$ cat config.mk
export PLATFORM = sky130hd
export DESIGN_NAME = fnas_outq
export DESIGN_NICKNAME = d
export VERILOG_FILES = /design/src/rtl/fnas_pkg.sv /design/src/rtl/fnas_outq.sv
export SDC_FILE = /design/constraint.sdc
export NUM_CORES = 1
export LEC_CHECK = 0
export BUFFER_PORTS_ARGS = -buffer_cell sky130_fd_sc_hd__buf_2
export CORE_UTILIZATION = 24
export DETAILED_ROUTE_END_ITERATION = 10
export PLACE_DENSITY = 0.52
export SLEW_MARGIN = 20
export SYNTH_ARGS = -nofsm -noshare
export SYNTH_HDL_FRONTEND = slang
export SYNTH_SLANG_ARGS = --single-unit
$ cat constraint.sdc
create_clock -name clk -period 12.5 [get_ports clk]
set_input_delay 2.5 -clock clk [delete_from_list [all_inputs] [get_ports clk]]
set_output_delay 2.5 -clock clk [all_outputs]
set_load 0.02 [all_outputs]
$ cat src/rtl/fnas_pkg.sv
`timescale 1ns / 1ps
// ----------------------------------------------------------------------------
// fnas_pkg
// Shared types and constants of the four-neighbor average smoother.
// ----------------------------------------------------------------------------
package fnas_pkg;

  // default sizing of the line memory and the pixel path
  localparam int DEF_MAX_ROW_LENGTH = 2048;
  localparam int DEF_PIXEL_BITS     = 31;

  // configuration register widths and limits
  localparam int ROW_LENGTH_BITS = 12;
  localparam int ROW_COUNT_BITS  = 13;
  localparam int CFG_DATA_BITS   = 13;
  localparam int CFG_INDEX_BITS  = 1;
  localparam int ROW_POS_BITS    = 12;
  localparam int MAX_ROWS        = 4096;
  localparam int MIN_DIM         = 3;

  // register values after reset
  localparam int DEF_ROW_LENGTH = 1080;
  localparam int DEF_ROW_COUNT  = 1920;

  // configuration register indexes
  localparam logic [CFG_INDEX_BITS-1:0] CFG_ROW_LENGTH = 1'b0;
  localparam logic [CFG_INDEX_BITS-1:0] CFG_ROW_COUNT  = 1'b1;

  // line memory read sequencer
  typedef enum logic [1:0] {
    ST_PRIME_CUR,
    ST_PRIME_NEXT,
    ST_RUN
  } fnas_state_t;

  // which results one accepted pixel produces
  typedef struct packed {
    logic first_valid;   // smoothed pixel of the row above
    logic second_valid;  // final row pass-through pixel
    logic frame_end;     // pass-through pixel closes the frame
  } fnas_flags_t;

endpackage

$ cat src/rtl/fnas_outq.sv
`timescale 1ns / 1ps
// ----------------------------------------------------------------------------
// fnas_outq
// Two-entry result queue. Each entry holds the one or two results caused by
// one input pixel and hands them out one per transfer.
// ----------------------------------------------------------------------------
module fnas_outq
  import fnas_pkg::*;
#(
  parameter int PIXEL_BITS = DEF_PIXEL_BITS
) (
  input  logic                  clk,
  input  logic                  rst_n,
  input  logic                  push_en,
  input  logic [PIXEL_BITS-1:0] push_smooth,
  input  logic [PIXEL_BITS-1:0] push_pass,
  input  fnas_flags_t           push_flags,
  output logic                  full,
  output logic                  out_valid,
  input  logic                  out_stall,
  output logic [PIXEL_BITS-1:0] out_pixel_out,
  output logic                  out_end_of_run,
  output logic                  out_end_of_frame
);

  localparam int DEPTH = 2;

  logic [PIXEL_BITS-1:0] smooth_q [DEPTH];
  logic [PIXEL_BITS-1:0] pass_q   [DEPTH];
  fnas_flags_t           flags_q  [DEPTH];

  logic       wr_ptr_r, wr_ptr_nxt;
  logic       rd_ptr_r, rd_ptr_nxt;
  logic [1:0] count_r, count_nxt;
  logic       phase_r, phase_nxt;

  fnas_flags_t head;
  logic        show_first;
  logic        xfer;
  logic        pop;

  // head entry and which of its results is on the port
  assign head       = flags_q[rd_ptr_r];
  assign show_first = head.first_valid && !phase_r;
  assign full       = (count_r == 2'(DEPTH));
  assign out_valid  = (count_r != 2'd0);

  always_comb begin
    if (show_first) begin
      out_pixel_out    = smooth_q[rd_ptr_r];
      out_end_of_run   = !head.second_valid;
      out_end_of_frame = 1'b0;
    end else begin
      out_pixel_out    = pass_q[rd_ptr_r];
      out_end_of_run   = 1'b1;
      out_end_of_frame = head.frame_end;
    end
  end

  // entry leaves after its last result
  assign xfer = out_valid && !out_stall;
  assign pop  = xfer && (!show_first || !head.second_valid);

  always_comb begin
    wr_ptr_nxt = push_en ? !wr_ptr_r : wr_ptr_r;
    rd_ptr_nxt = pop ? !rd_ptr_r : rd_ptr_r;
    count_nxt  = count_r + {1'b0, push_en} - {1'b0, pop};
    phase_nxt  = phase_r;
    if (pop) begin
      phase_nxt = 1'b0;
    end else if (xfer) begin
      phase_nxt = 1'b1;
    end
  end

  always_ff @(posedge clk) begin
    if (!rst_n) begin
      wr_ptr_r <= 1'b0;
      rd_ptr_r <= 1'b0;
      count_r  <= 2'd0;
      phase_r  <= 1'b0;
    end else begin
      wr_ptr_r <= wr_ptr_nxt;
      rd_ptr_r <= rd_ptr_nxt;
      count_r  <= count_nxt;
      phase_r  <= phase_nxt;
    end
  end

  // entry storage
  always_ff @(posedge clk) begin
    if (push_en) begin
      smooth_q[wr_ptr_r] <= push_smooth;
      pass_q[wr_ptr_r]   <= push_pass;
      flags_q[wr_ptr_r]  <= push_flags;
    end
  end

endmodule

==> flow_summary.ini <==
[synthesis]
ys_warn_count = 0
syn_inst = 205
syn-num-nets = 276
synth_area_leaders = edfxtp_1 78%, mux4_2 13%, dfxtp_1 2.4%, buf_6 0.90%, mux2i_1 0.80%
yosysSeqAreaShare = 0.7998
postSynthAreaPerCell_sq_um = 24.54
synth_top_area_cell = edfxtp_1
ys_seq_elements = 136
synth_top_area_frac = 0.7759
synth_area_sq_um = 5031
synth.distinct_cells = 24

[cells_and_area]
area_growth_pct = 28.65
final_cell_mix = 130 x edfxtp_1, 103 x buf_2, 30 x mux4_2
design_area_sq_um = 6472
instances_no_fill = 605
final_layout_size_suffix_gt1_frac = 0.5000
layout_commonest_cell = edfxtp_1
nNetsFinal = 394

[worst_setup_path]
endpoint_kind = output pin
startpoint_type = register
cp_max_fo = 34
crit_arrival_ns = 2.14
critical_path_class = reg2out
cp_data_required_time_ns = 10.00

[route]
ant_nets = 0
vias = 2421
dr.pass1.iters = 4
wl_per_cell_um = 15.58
initialDrtViolationCount = 74
totalWireLength_mm = 9.423
remaining_drc_errors = 0
viasPerCell = 4.002

[die]
die_h_um = 146.8
rows = 52
die_w_um = 146.8
start_util = 0.2471
pin_count = 104
die_area_sq_um = 21550
coreArea_sq_um = 20360

[job]
drv_cap = 0

[clocking]
cts-root-buf = clkbuf_16
cts_resized = 0
tritoncts = built
cts_buffers = 17
htreeDepth = 4
cts.sinks = 136
post_cts_buffers = 0
clk_pin_slew_ns = 0.06
clock_latency_ns = 0.40
ctsHoldBuffers = 0
cts_max_path_buffers = 2

[timing]
relSlewSlack = 0.3757
setup_viol = 0
period_minus_slack_ns = 4.641
slew_violations = 0
fin_crit_sh = 0.3713
tightest_slew_ns = 0.9364
finClkSkew_ns = 0.006712
setup_tns_ns = 0
hold_violations = 0
fmax_mhz = 215.5
rsz0062_at_grt = no

[grt]
antenna_found_initial = 1
gr-total-overflow = 0
grt_first_pass_wirelength_mm = 15.23
grt_max_degree = 67
grt_pass1_vias = 2736
track_usage = 0.09674

[min_path]
hold_class = reg2reg

[power_and_ir_drop]
power_density_nw_per_um2 = 196.0
leakage_nw = 2.270
ir_drop_v = 0.00008651

[place]
place_area_sq_um = 5881
place_congestion = 0.6364
dpl.cell_count = 574
port_buffers = 103
hpwl_mm = 5.862

[run_status]
status = finished clean
metal layers:
metal	wire length, um	track usage	vias up
li1	-	-	1110
met1	3983	0.1117	1233
met2	4833	0.1583	63
met3	466	0.04068	13
met4	123	0.03906	2
met5	17	0	-
flip-flops by register name, summed over array words and instances (netlist names), named ones only:
| signal | cells |
|---|---|
| wr_ptr_r | 1 |
| flags_q | 6 |
| smooth_q | 62 |
| pass_q | 62 |
| phase_r | 1 |
| count_r | 2 |
| rd_ptr_r | 1 |
synthesized netlist by cell type:
cell and count:
xnor2_1 2, ha_1 2, a21boi_1 1, o21ai_0 1, nor4_4 1, inv_1 4, buf_4 1, o221ai_1 1
and2_1 3, mux2i_1 4, buf_2 2, edfxtp_1 130, mux4_2 30, nor2b_1 3, nand2b_1 1, and4bb_4 1
buf_6 4, nor2_1 3, nor2_2 1, dfxtp_1 6, mux4_1 1, and4b_4 1, o21a_1 1, nand2_1 1
worst paths after layout:
kind	cells past startpoint	slack, ns	end	startpoint
worst max-delay path	3	7.86	out_pixel_out[25]	register
worst min-delay path	2	0.47	register	rd_ptr_r
worst max register to register	9	10.02	count_r[1]	register
worst min register to register	2	0.47	register	rd_ptr_r
power breakdown:
group / switching [mW] / internal [mW]
Sequential: 0.00845 / 0.529
Clock: 0.177 / 0.330
Combinational: 0.125 / 0.0988
Total: 0.311 / 0.958
per-stage QoR:
step	setup slack, ns	power, mW	hold slack (ns)	util
after floorplan	6.615	0.7072	0.4516	-
after global placement	8.023	0.7714	0.4624	0.2874
after detailed placement	8.207	0.7795	0.4702	0.2888
after CTS	7.747	1.297	0.4788	0.3177
after global routing	7.686	1.331	0.5182	0.3177
final	7.859	1.269	0.4720	0.3178
critical path: stages, from the launching register on:
cell and delay (ns):
dfxtp_2 0.33, buf_4 0.57, mux4_1 0.65, buf_2 0.18
cells by family after synthesis:
| group | synth area share |
|---|---|
| flip-flops | 0.7998 |
| multiplexers | 0.1475 |
| AND/OR/NAND/NOR | 0.02313 |
| buffers and inverters | 0.01542 |
| AO/OA/AOI/OAI | 0.005720 |
| XOR/XNOR | 0.003482 |
| adder cells (fa/ha/maj) | 0.004973 |
cell type report:
cell class,instances,area [sq um]
fill,1966,13890
clock buffer,20,436.7
clock inverter,10,152.6
multi-input combinational,58,944.7
tap,270,337.8
antenna,1,2.502
inverter,4,15.01
timing repair buffer,106,558.0
sequential,136,4025
(Power assumes the default switching activity.)
